File: src/design/tlr_pkg.sv
// ============================================================================
// tlr_pkg
// Shared widths, constants, register indexes and types for the triplet loss
// row block.
// ============================================================================
package tlr_pkg;

    localparam int IDX_W      = 8;
    localparam int LABEL_W    = 16;
    localparam int DIST_W     = 16;
    localparam int SUM_W      = 24;
    localparam int CNT_W      = 9;
    localparam int NEG_W      = 16;
    localparam int LOSS_W     = 24;
    localparam int CFG_IDX_W  = 2;
    localparam int CFG_DATA_W = 16;
    localparam int FRAC_BITS  = 13;

    localparam int DIST_WIDTH_DEF = 16;

    localparam logic [NEG_W-1:0]      NEG_START     = NEG_W'(3 << FRAC_BITS);
    localparam logic [CFG_DATA_W-1:0] MARGIN_RESET  = CFG_DATA_W'(1638);
    localparam logic [CFG_DATA_W-1:0] HWEIGHT_RESET = CFG_DATA_W'(8192);

    localparam logic [CFG_IDX_W-1:0] REG_MARGIN  = CFG_IDX_W'(0);
    localparam logic [CFG_IDX_W-1:0] REG_HWEIGHT = CFG_IDX_W'(1);

    typedef struct packed {
        logic             start;
        logic [SUM_W-1:0] dividend;
        logic [CNT_W-1:0] divisor;
    } t_div_req;

endpackage

File: src/design/tlr_if.sv
// ============================================================================
// tlr_if
// Handshake channels of the triplet loss row block: input items, results
// and register writes.
// ============================================================================
interface tlr_in_if;
    logic                           valid;
    logic                           ready;
    logic [tlr_pkg::IDX_W-1:0]      anchor_index;
    logic [tlr_pkg::IDX_W-1:0]      other_index;
    logic [tlr_pkg::LABEL_W-1:0]    anchor_label;
    logic [tlr_pkg::LABEL_W-1:0]    other_label;
    logic [tlr_pkg::DIST_W-1:0]     pair_distance;
    logic                           row_end;

    modport source (output valid, anchor_index, other_index, anchor_label, other_label,
                    pair_distance, row_end, input ready);
    modport sink   (input valid, anchor_index, other_index, anchor_label, other_label,
                    pair_distance, row_end, output ready);
endinterface

interface tlr_out_if;
    logic                           valid;
    logic                           ready;
    logic [tlr_pkg::LOSS_W-1:0]     loss_value;
    logic [tlr_pkg::IDX_W-1:0]      loss_anchor;
    logic                           no_positive;
    logic                           saturated;

    modport source (output valid, loss_value, loss_anchor, no_positive, saturated,
                    input ready);
    modport sink   (input valid, loss_value, loss_anchor, no_positive, saturated,
                    output ready);
endinterface

interface tlr_cfg_if;
    logic                           valid;
    logic                           ready;
    logic [tlr_pkg::CFG_IDX_W-1:0]  index;
    logic [tlr_pkg::CFG_DATA_W-1:0] data;

    modport source (output valid, index, data, input ready);
    modport sink   (input valid, index, data, output ready);
endinterface

File: src/design/tlr_div.sv
// ============================================================================
// tlr_div
// Restoring divider: one quotient bit per cycle, sum over positive count.
// ============================================================================
module tlr_div (
    input  logic                        i_clk,
    input  logic                        i_rst_n,
    input  tlr_pkg::t_div_req           i_req,
    output logic                        o_done,
    output logic [tlr_pkg::SUM_W-1:0]   o_quotient
);

    localparam int STEPS = tlr_pkg::SUM_W;
    localparam int STEP_W = $clog2(STEPS);

    logic                        r_busy;
    logic                        r_done;
    logic [STEP_W-1:0]           r_step;
    logic [tlr_pkg::SUM_W-1:0]   r_quo;
    logic [tlr_pkg::CNT_W-1:0]   r_rem;
    logic [tlr_pkg::CNT_W-1:0]   r_divisor;

    logic [tlr_pkg::CNT_W:0]     w_rem_s;
    logic                        w_ge;
    logic [tlr_pkg::CNT_W:0]     w_rem_sub;

    assign w_rem_s   = {r_rem, r_quo[tlr_pkg::SUM_W-1]};
    assign w_ge      = w_rem_s >= {1'b0, r_divisor};
    assign w_rem_sub = w_rem_s - {1'b0, r_divisor};

    always_ff @(posedge i_clk) begin
        if (!i_rst_n) begin
            r_busy <= 1'b0;
            r_done <= 1'b0;
            r_step <= '0;
        end else begin
            r_done <= 1'b0;
            if (i_req.start) begin
                r_busy <= 1'b1;
                r_step <= '0;
            end else if (r_busy) begin
                r_step <= r_step + STEP_W'(1);
                if (r_step == STEP_W'(STEPS - 1)) begin
                    r_busy <= 1'b0;
                    r_done <= 1'b1;
                end
            end
        end
    end

    always_ff @(posedge i_clk) begin
        if (i_req.start) begin
            r_quo     <= i_req.dividend;
            r_rem     <= '0;
            r_divisor <= i_req.divisor;
        end else if (r_busy) begin
            r_quo <= {r_quo[tlr_pkg::SUM_W-2:0], w_ge};
            r_rem <= w_ge ? w_rem_sub[tlr_pkg::CNT_W-1:0] : w_rem_s[tlr_pkg::CNT_W-1:0];
        end
    end

    assign o_done     = r_done;
    assign o_quotient = r_quo;

endmodule

File: src/design/triplet_loss_row_forward.sv
// ============================================================================
// triplet_loss_row_forward
// Batch-hard triplet loss, forward pass, one distance-matrix row at a time.
// ============================================================================
// Usage:
//   i_in carries one distance element per beat in row-major order, with the
//   anchor/other indices and labels; row_end marks the row's last beat.
//   o_out carries one loss beat per row (loss, anchor, no_positive,
//   saturated). i_cfg writes margin_q (index 0) and hinge_weight (index 1);
//   it is always ready and should be used only while the block is idle.
// Timing:
//   A beat without row_end leaves ready high. A row_end beat with positives
//   holds ready low while the restoring divider works (one quotient bit
//   per cycle), then through the handoff, the hinge multiply and the
//   final add/clamp, which waits while a pending result is not taken.
//   Without positives, ready is low only for the final add/clamp step.
//   The result sits in an output register; further rows are accepted while
//   it waits, and a later row stalls at its final step until it is taken.
// Reset: synchronous, active low; clears accumulators (min to 3.0), the
//   registers to their defaults and any pending result.
// ============================================================================
module triplet_loss_row_forward #(
    parameter int DIST_WIDTH = tlr_pkg::DIST_WIDTH_DEF
) (
    input  logic    i_clk,
    input  logic    i_rst_n,
    tlr_cfg_if.sink i_cfg,
    tlr_in_if.sink  i_in,
    tlr_out_if.source o_out
);

    localparam int DW_USED = (DIST_WIDTH < tlr_pkg::DIST_W) ? DIST_WIDTH : tlr_pkg::DIST_W;
    localparam logic [tlr_pkg::DIST_W-1:0] DIST_MASK =
        tlr_pkg::DIST_W'((33'd1 << DW_USED) - 33'd1);

    localparam int UP_W   = tlr_pkg::SUM_W + 1;
    localparam int PROD_W = tlr_pkg::CFG_DATA_W + UP_W;
    localparam int WGT_W  = PROD_W - tlr_pkg::FRAC_BITS;
    localparam int LSUM_W = WGT_W + 1;

    localparam logic [1:0] S_IDLE = 2'd0;
    localparam logic [1:0] S_DIV  = 2'd1;
    localparam logic [1:0] S_MUL  = 2'd2;
    localparam logic [1:0] S_FIN  = 2'd3;

    logic [1:0]                      r_state;
    logic [tlr_pkg::CFG_DATA_W-1:0]  r_margin;
    logic [tlr_pkg::CFG_DATA_W-1:0]  r_hweight;
    logic [tlr_pkg::SUM_W-1:0]       r_pos_sum;
    logic [tlr_pkg::CNT_W-1:0]       r_pos_cnt;
    logic [tlr_pkg::NEG_W-1:0]       r_neg_min;
    logic [tlr_pkg::NEG_W-1:0]       r_neg_hold;
    logic [tlr_pkg::IDX_W-1:0]       r_anchor;
    logic                            r_nopos;
    logic [tlr_pkg::SUM_W-1:0]       r_mean;
    logic [WGT_W-1:0]                r_weighted;
    logic                            r_out_valid;
    logic [tlr_pkg::LOSS_W-1:0]      r_out_loss;
    logic [tlr_pkg::IDX_W-1:0]       r_out_anchor;
    logic                            r_out_nopos;
    logic                            r_out_sat;

    logic [tlr_pkg::SUM_W-1:0]       n_pos_sum;
    logic [tlr_pkg::CNT_W-1:0]       n_pos_cnt;
    logic [tlr_pkg::NEG_W-1:0]       n_neg_min;

    logic                            w_accept;
    logic                            w_row_done;
    logic [tlr_pkg::DIST_W-1:0]      w_dist;
    logic [tlr_pkg::SUM_W:0]         w_sum_ext;
    logic                            w_fin_go;
    logic [UP_W-1:0]                 w_up;
    logic [UP_W-1:0]                 w_hinge;
    logic [PROD_W-1:0]               w_prod;
    logic [LSUM_W-1:0]               w_loss;
    logic                            w_loss_sat;
    logic                            w_div_done;
    logic [tlr_pkg::SUM_W-1:0]       w_quotient;
    tlr_pkg::t_div_req               w_div_req;

    assign i_cfg.ready = 1'b1;
    assign i_in.ready  = (r_state == S_IDLE);
    assign w_accept    = i_in.valid && i_in.ready;
    assign w_row_done  = w_accept && i_in.row_end;

    // row accumulation, including the row_end beat itself
    assign w_dist    = i_in.pair_distance & DIST_MASK;
    assign w_sum_ext = {1'b0, r_pos_sum} + (tlr_pkg::SUM_W + 1)'(w_dist);

    always_comb begin
        n_pos_sum = r_pos_sum;
        n_pos_cnt = r_pos_cnt;
        n_neg_min = r_neg_min;
        if (i_in.anchor_index != i_in.other_index) begin
            if (i_in.anchor_label == i_in.other_label) begin
                n_pos_sum = w_sum_ext[tlr_pkg::SUM_W] ? '1 : w_sum_ext[tlr_pkg::SUM_W-1:0];
                n_pos_cnt = (&r_pos_cnt) ? r_pos_cnt : r_pos_cnt + tlr_pkg::CNT_W'(1);
            end else if (w_dist < r_neg_min) begin
                n_neg_min = w_dist;
            end
        end
    end

    assign w_div_req.start    = w_row_done && (n_pos_cnt != '0);
    assign w_div_req.dividend = n_pos_sum;
    assign w_div_req.divisor  = n_pos_cnt;

    tlr_div u_div (
        .i_clk      (i_clk),
        .i_rst_n    (i_rst_n),
        .i_req      (w_div_req),
        .o_done     (w_div_done),
        .o_quotient (w_quotient)
    );

    // hinge and weighting on the quotient
    assign w_up    = UP_W'(w_quotient) + UP_W'(r_margin);
    assign w_hinge = (w_up > UP_W'(r_neg_hold)) ? (w_up - UP_W'(r_neg_hold)) : '0;
    assign w_prod  = PROD_W'(r_hweight) * PROD_W'(w_hinge);

    assign w_loss     = LSUM_W'(r_mean) + LSUM_W'(r_weighted);
    assign w_loss_sat = |w_loss[LSUM_W-1:tlr_pkg::LOSS_W];
    assign w_fin_go   = (r_state == S_FIN) && (!r_out_valid || o_out.ready);

    always_ff @(posedge i_clk) begin
        if (!i_rst_n) begin
            r_state     <= S_IDLE;
            r_margin    <= tlr_pkg::MARGIN_RESET;
            r_hweight   <= tlr_pkg::HWEIGHT_RESET;
            r_pos_sum   <= '0;
            r_pos_cnt   <= '0;
            r_neg_min   <= tlr_pkg::NEG_START;
            r_out_valid <= 1'b0;
        end else begin
            if (i_cfg.valid) begin
                if (i_cfg.index == tlr_pkg::REG_MARGIN) begin
                    r_margin <= i_cfg.data;
                end else if (i_cfg.index == tlr_pkg::REG_HWEIGHT) begin
                    r_hweight <= i_cfg.data;
                end
            end

            if (w_row_done) begin
                r_pos_sum <= '0;
                r_pos_cnt <= '0;
                r_neg_min <= tlr_pkg::NEG_START;
            end else if (w_accept) begin
                r_pos_sum <= n_pos_sum;
                r_pos_cnt <= n_pos_cnt;
                r_neg_min <= n_neg_min;
            end

            if (w_fin_go) begin
                r_out_valid <= 1'b1;
            end else if (o_out.ready) begin
                r_out_valid <= 1'b0;
            end

            unique case (r_state)
                S_IDLE: begin
                    if (w_row_done) begin
                        r_state <= (n_pos_cnt == '0) ? S_FIN : S_DIV;
                    end
                end
                S_DIV: begin
                    if (w_div_done) begin
                        r_state <= S_MUL;
                    end
                end
                S_MUL: begin
                    r_state <= S_FIN;
                end
                S_FIN: begin
                    if (w_fin_go) begin
                        r_state <= S_IDLE;
                    end
                end
                default: begin
                    r_state <= S_IDLE;
                end
            endcase
        end
    end

    always_ff @(posedge i_clk) begin
        if (w_row_done) begin
            r_neg_hold <= n_neg_min;
            r_anchor   <= i_in.anchor_index;
            r_nopos    <= (n_pos_cnt == '0);
        end
        if (r_state == S_MUL) begin
            r_mean     <= w_quotient;
            r_weighted <= w_prod[PROD_W-1:tlr_pkg::FRAC_BITS];
        end
        if (w_fin_go) begin
            r_out_anchor <= r_anchor;
            r_out_nopos  <= r_nopos;
            r_out_sat    <= !r_nopos && w_loss_sat;
            if (r_nopos) begin
                r_out_loss <= '0;
            end else if (w_loss_sat) begin
                r_out_loss <= '1;
            end else begin
                r_out_loss <= w_loss[tlr_pkg::LOSS_W-1:0];
            end
        end
    end

    assign o_out.valid       = r_out_valid;
    assign o_out.loss_value  = r_out_loss;
    assign o_out.loss_anchor = r_out_anchor;
    assign o_out.no_positive = r_out_nopos;
    assign o_out.saturated   = r_out_sat;

    a_row_clear: assert property (@(posedge i_clk) disable iff (!i_rst_n)
        w_row_done |=> (r_pos_sum == '0) && (r_pos_cnt == '0) &&
                       (r_neg_min == tlr_pkg::NEG_START))
        else $error("row accumulators not cleared after row end");

    a_div_done_state: assert property (@(posedge i_clk) disable iff (!i_rst_n)
        w_div_done |-> (r_state == S_DIV))
        else $error("divider finished outside divide state");

    a_nopos_zero: assert property (@(posedge i_clk) disable iff (!i_rst_n)
        (r_out_valid && r_out_nopos) |-> ((r_out_loss == '0) && !r_out_sat))
        else $error("no-positive result carries nonzero loss");

    a_sat_max: assert property (@(posedge i_clk) disable iff (!i_rst_n)
        (r_out_valid && r_out_sat) |-> (&r_out_loss))
        else $error("saturated result not at maximum");

endmodule
File: src/flat_wrapper.sv
// flat-port wrapper written by rule: the top's interface ports become plain ports
module triplet_loss_row_forward_flat 
#(
    parameter int DIST_WIDTH = tlr_pkg::DIST_WIDTH_DEF
)
  (i_clk, i_rst_n, i_cfg_valid, i_cfg_index, i_cfg_data, i_cfg_ready, i_in_valid, i_in_anchor_index, i_in_other_index, i_in_anchor_label, i_in_other_label, i_in_pair_distance, i_in_row_end, i_in_ready, o_out_valid, o_out_loss_value, o_out_loss_anchor, o_out_no_positive, o_out_saturated, o_out_ready);
  tlr_cfg_if i_cfg_i ();
  tlr_in_if i_in_i ();
  tlr_out_if o_out_i ();
  input  logic i_clk;
  input  logic i_rst_n;
  input wire logic [$bits(i_cfg_i.valid)-1:0] i_cfg_valid;
  input wire logic [$bits(i_cfg_i.index)-1:0] i_cfg_index;
  input wire logic [$bits(i_cfg_i.data)-1:0] i_cfg_data;
  output wire logic [$bits(i_cfg_i.ready)-1:0] i_cfg_ready;
  input wire logic [$bits(i_in_i.valid)-1:0] i_in_valid;
  input wire logic [$bits(i_in_i.anchor_index)-1:0] i_in_anchor_index;
  input wire logic [$bits(i_in_i.other_index)-1:0] i_in_other_index;
  input wire logic [$bits(i_in_i.anchor_label)-1:0] i_in_anchor_label;
  input wire logic [$bits(i_in_i.other_label)-1:0] i_in_other_label;
  input wire logic [$bits(i_in_i.pair_distance)-1:0] i_in_pair_distance;
  input wire logic [$bits(i_in_i.row_end)-1:0] i_in_row_end;
  output wire logic [$bits(i_in_i.ready)-1:0] i_in_ready;
  output wire logic [$bits(o_out_i.valid)-1:0] o_out_valid;
  output wire logic [$bits(o_out_i.loss_value)-1:0] o_out_loss_value;
  output wire logic [$bits(o_out_i.loss_anchor)-1:0] o_out_loss_anchor;
  output wire logic [$bits(o_out_i.no_positive)-1:0] o_out_no_positive;
  output wire logic [$bits(o_out_i.saturated)-1:0] o_out_saturated;
  input wire logic [$bits(o_out_i.ready)-1:0] o_out_ready;
  assign i_cfg_i.valid = i_cfg_valid;
  assign i_cfg_i.index = i_cfg_index;
  assign i_cfg_i.data = i_cfg_data;
  assign i_cfg_ready = i_cfg_i.ready;
  assign i_in_i.valid = i_in_valid;
  assign i_in_i.anchor_index = i_in_anchor_index;
  assign i_in_i.other_index = i_in_other_index;
  assign i_in_i.anchor_label = i_in_anchor_label;
  assign i_in_i.other_label = i_in_other_label;
  assign i_in_i.pair_distance = i_in_pair_distance;
  assign i_in_i.row_end = i_in_row_end;
  assign i_in_ready = i_in_i.ready;
  assign o_out_valid = o_out_i.valid;
  assign o_out_loss_value = o_out_i.loss_value;
  assign o_out_loss_anchor = o_out_i.loss_anchor;
  assign o_out_no_positive = o_out_i.no_positive;
  assign o_out_saturated = o_out_i.saturated;
  assign o_out_i.ready = o_out_ready;
  triplet_loss_row_forward #(.DIST_WIDTH(DIST_WIDTH)) u_core (.i_clk(i_clk), .i_rst_n(i_rst_n), .i_cfg(i_cfg_i), .i_in(i_in_i), .o_out(o_out_i));
endmodule
File: config.mk
export PLATFORM = sky130hd
export DESIGN_NAME = triplet_loss_row_forward_flat
export DESIGN_NICKNAME = d
export VERILOG_FILES = /design/src/design/tlr_pkg.sv /design/src/design/tlr_if.sv /design/src/design/tlr_div.sv /design/src/design/triplet_loss_row_forward.sv /design/src/flat_wrapper.sv
export SDC_FILE = /design/constraint.sdc
export NUM_CORES = 2
export LEC_CHECK = 0
export BUFFER_PORTS_ARGS = -buffer_cell sky130_fd_sc_hd__buf_4
export CAP_MARGIN = 20
export CORE_ASPECT_RATIO = 0.75
export CORE_MARGIN = 3
export CORE_UTILIZATION = 58
export DETAILED_ROUTE_END_ITERATION = 7
export PLACE_DENSITY = 0.8
export SETUP_SLACK_MARGIN = 0.2
export SLEW_MARGIN = 20
export SYNTH_ARGS = -nofsm -noshare
export SYNTH_HDL_FRONTEND = slang
export SYNTH_HIERARCHICAL = 1
export SYNTH_SLANG_ARGS = --single-unit
File: constraint.sdc
create_clock -name i_clk -period 9.73 [get_ports i_clk]
set_input_delay 0.4865 -clock i_clk [delete_from_list [all_inputs] [get_ports i_clk]]
set_output_delay 0.4865 -clock i_clk [all_outputs]
set_load 0.005 [all_outputs]
==> metrics <==
status complete, no violations; most common flop cell mapped by yosys edfxtp_1; most frequent cells in the layout inv_1 (418), nand2_1 (396), fa_1 (303); Vias/cell 5.95; Avg Cell Area, Syn 9.22 um2; WHS Endpoint u_core/r_anchor[0]$_DFFE_PP_; clock skew 14.2 ps; Worst-Skew Late Latency 540 ps; Chip Height 193 um; power per cell area 184 nW/um2; buffer and inverter count on the worst path 8; Synth Net Count 3553; Worst VDD drop 0.158 mV; Fillers 3457; startpoint types flop; DRC Markers 0; vias in the first global route 22700; critical path's top delay family adder cells; Final Wtd Congestion 1.00; first drt pass iteration count 6; Seq/Total Area, Yosys 23.4%; Critical Path Most Common Cell fa_1; initial antenna violation count 2; mux cell area share after synthesis 2.72%; row count 67; first-pass GRT wire length 122 mm; layout cell share with drive strength beyond 1 18.0%; antenna-violating nets left 0; via count 22500; htree depth 1; leak pwr 14.2 nW; Post-CTS Hold Fix Bufs 0; Final Slew Violations 0; fraction of the mapped netlist area in adder cells 33.8%; Layout Utilization 69.0%; 1st-iter DRT viols 2038; Final #Nets 3766; commonest non-fill, non-tap cell in the layout inv_1; Finish-stage setup viols 0; CTS buffer count 22; Worst-path clk slew 70 ps; Hold Crit Class in -> reg; hold_sp i_in_anchor_index[0]; Placeable Area 45400 um2; final wirelength 78.4 mm; Longest Clk Path Bufs 3; synthesized area 27000 um2; Area Overhead vs Synth 15.9%; Sink Count 244; CTS tree done; HPWL after DPL 60.9 mm; r2r setup slk 280 ps; async set-or-reset flop fraction in the synthesized netlist 0%; r2r endpoint u_core/r_weighted[17]$_DFFE_PP_; Post-synth EDFFs 144; maximum fanout along the worst path 8; hold path cells 1; RSZ-0062 raised after global routing yes; compound-gate portion of the synthesized area 11.2%; FMAX 0.106 GHz; routed len/inst 20.7 um; Slew headroom 31.8%; slowest CP cell fa_1; post-synthesis cell count 2929; Die W 255 um; Synth Register Bits 244; simple logic cell fraction of the synthesized area 16.3%; cells on worst reg2reg path 43; num ports 125; total routing usage reported by global routing 31.9%; combinational family with the most area after synthesis adder cells; Critical Path RT 10010 ps; initial core utilization 59.6%; Tcrit/Tclk final 97.1%; WP data arrival 9730 ps; IO Port Bufs 123; clk root buf clkbuf_16; final hold vios 0; final worst path period need 9450 ps; Critical Path Max Stage Delay 560 ps; largest net degree at the start of global routing 54; max-cap check violation count 0; Die ar. 49200 um2; post-synthesis xor/xnor area fraction 4.57%; crit path kind reg -> reg; Synth cell types 84; Power Total 5.77 mW; Yosys warning count 6; Overflow after GRT 0; Worst setup EP type flop; Worst Tran Pin Value 1020 ps; Worst R2R Start u_core/u_div/o_quotient[8]$_DFFE_PP_
-- worst max path at each step --
stage | startpoint | end | cells past startpoint | slack, ps
finish | u_core/u_div/o_quotient[8]$_DFFE_PP_ | u_core/r_weighted[17]$_DFFE_PP_ | 43 | 280
global route | u_core/u_div/o_quotient[0]$_DFFE_PP_ | u_core/r_weighted[17]$_DFFE_PP_ | 39 | -30
CTS | u_core/u_div/o_quotient[0]$_DFFE_PP_ | u_core/r_weighted[17]$_DFFE_PP_ | 41 | 180
detailed placement | u_core/u_div/o_quotient[0]$_DFFE_PP_ | u_core/r_weighted[17]$_DFFE_PP_ | 42 | -160
global placement | u_core/u_div/o_quotient[8]$_DFFE_PP_ | u_core/r_weighted[17]$_DFFE_PP_ | 42 | -160
floorplan | u_core/u_div/o_quotient[0]$_DFFE_PP_ | u_core/r_weighted[17]$_DFFE_PP_ | 41 | 250
-- registers in the layout, summed over array words and instances (netlist names), 9 cells and up --
signal / flops
u_core/r_weighted: 28
u_core/u_div/r_rem: 9
u_core/o_out.loss_value: 24
u_core/r_neg_min: 16
u_core/r_neg_hold: 16
u_core/u_div/r_divisor: 9
u_core/r_hweight: 16
u_core/r_mean: 24
u_core/r_pos_sum: 24
u_core/u_div/o_quotient: 24
u_core/r_pos_cnt: 9
u_core/r_margin: 16
-- per-layer routing --
layer / up-vias / wire [um] / track usage, %
li1: 10100 / - / -
met1: 11100 / 33300 / 45.5
met2: 1107 / 34900 / 50.4
met3: 168 / 8030 / 6.37
met4: 0 / 2200 / 7.60
met5: - / 0 / 0
-- synth_stat cells (all sizes together) (9+ instances only) --
library cell,instances,share of area [%]
xor2,70,2.3
o21ai,69,1.3
nand2b,21,0.49
o21bai,9,0.25
a211oi,22,0.63
a21oi,173,3.3
a311oi,10,0.37
o21a,12,0.33
a21o,49,1.4
xnor2,71,2.3
o211ai,10,0.33
or3,14,0.36
clkbuf,111,1.5
fa,324,24
nand3,70,1.3
edfxtp,144,16
buf,19,0.34
a32o,14,0.52
nor4,12,0.28
inv,434,6.0
mux2i,25,0.93
nand2,397,5.5
dfxtp,100,7.4
mux2,43,1.8
and2,138,3.2
ha,212,9.8
and3,50,1.2
nor2,113,1.6
nor2b,23,0.53
a31oi,24,0.56
nand4,18,0.42
nor3,32,0.59
-- where the power goes --
part           internal (mW)  leakage (nW)  switching [mW]  total (mW)
Sequential              1.30          2.14          0.0637        1.36
Clock                  0.510         0.357           0.403       0.912
Combinational           1.48          11.7            2.02        3.49
Total                   3.29          14.2            2.48        5.77
-- logic make-up (layout without fill, tap and decap cells) --
logic type               Yosys count  in the layout
AND/OR/NAND/NOR                  916            916
buffers and inverters            564            793
AO/OA/AOI/OAI                    459            459
other                              1              3
XOR/XNOR                         141            141
adder cells (fa/ha/maj)          536            536
flip-flops                       244            244
multiplexers                      68             68
-- area by class of cell --
class / count / area, um2 / area share [%]
clock inverter: 10 / 139 / 0.444
inverter: 434 / 1630 / 5.20
clock buffer: 30 / 591 / 1.89
tap: 621 / 777 / 2.48
antenna: 2 / 5.00 / 0.0160
sequential: 244 / 6330 / 20.2
timing repair buffer: 319 / 2590 / 8.28
multi-input combinational: 2121 / 19200 / 61.5
-- stage by stage --
step	setup WS [ps]	instance area, um2	hold WS (ps)	setup TNS, ps	instances
floorplan	247	27000	400	0	2929
global route	-29.0	31300	123	-54.3	3780
CTS	182	30300	120	0	3735
detailed placement	-163	29400	405	-1320	3689
global placement	-163	29400	401	-1090	3689
finish	281	31300	146	0	3781
-- worst register-to-register path: cells and delay by family (launching register included) --
family                     cells  cell delay, ps
AOI/OAI and AO/OA             12            2240
adders and majority gates      9            4060
and+or+nand+nor               12            1290
xor gates and xnor gates       2             240
DFF                            1             390
buffers and inverters          8             990
-- repair_timing --
item	4_1_cts	5_1_grt
resized for setup	35	150
pin swaps	15	70
setup buffers	6	42
setup endpoints to repair	15	24
gates cloned	0	2
(Power assumes the default switching activity.)
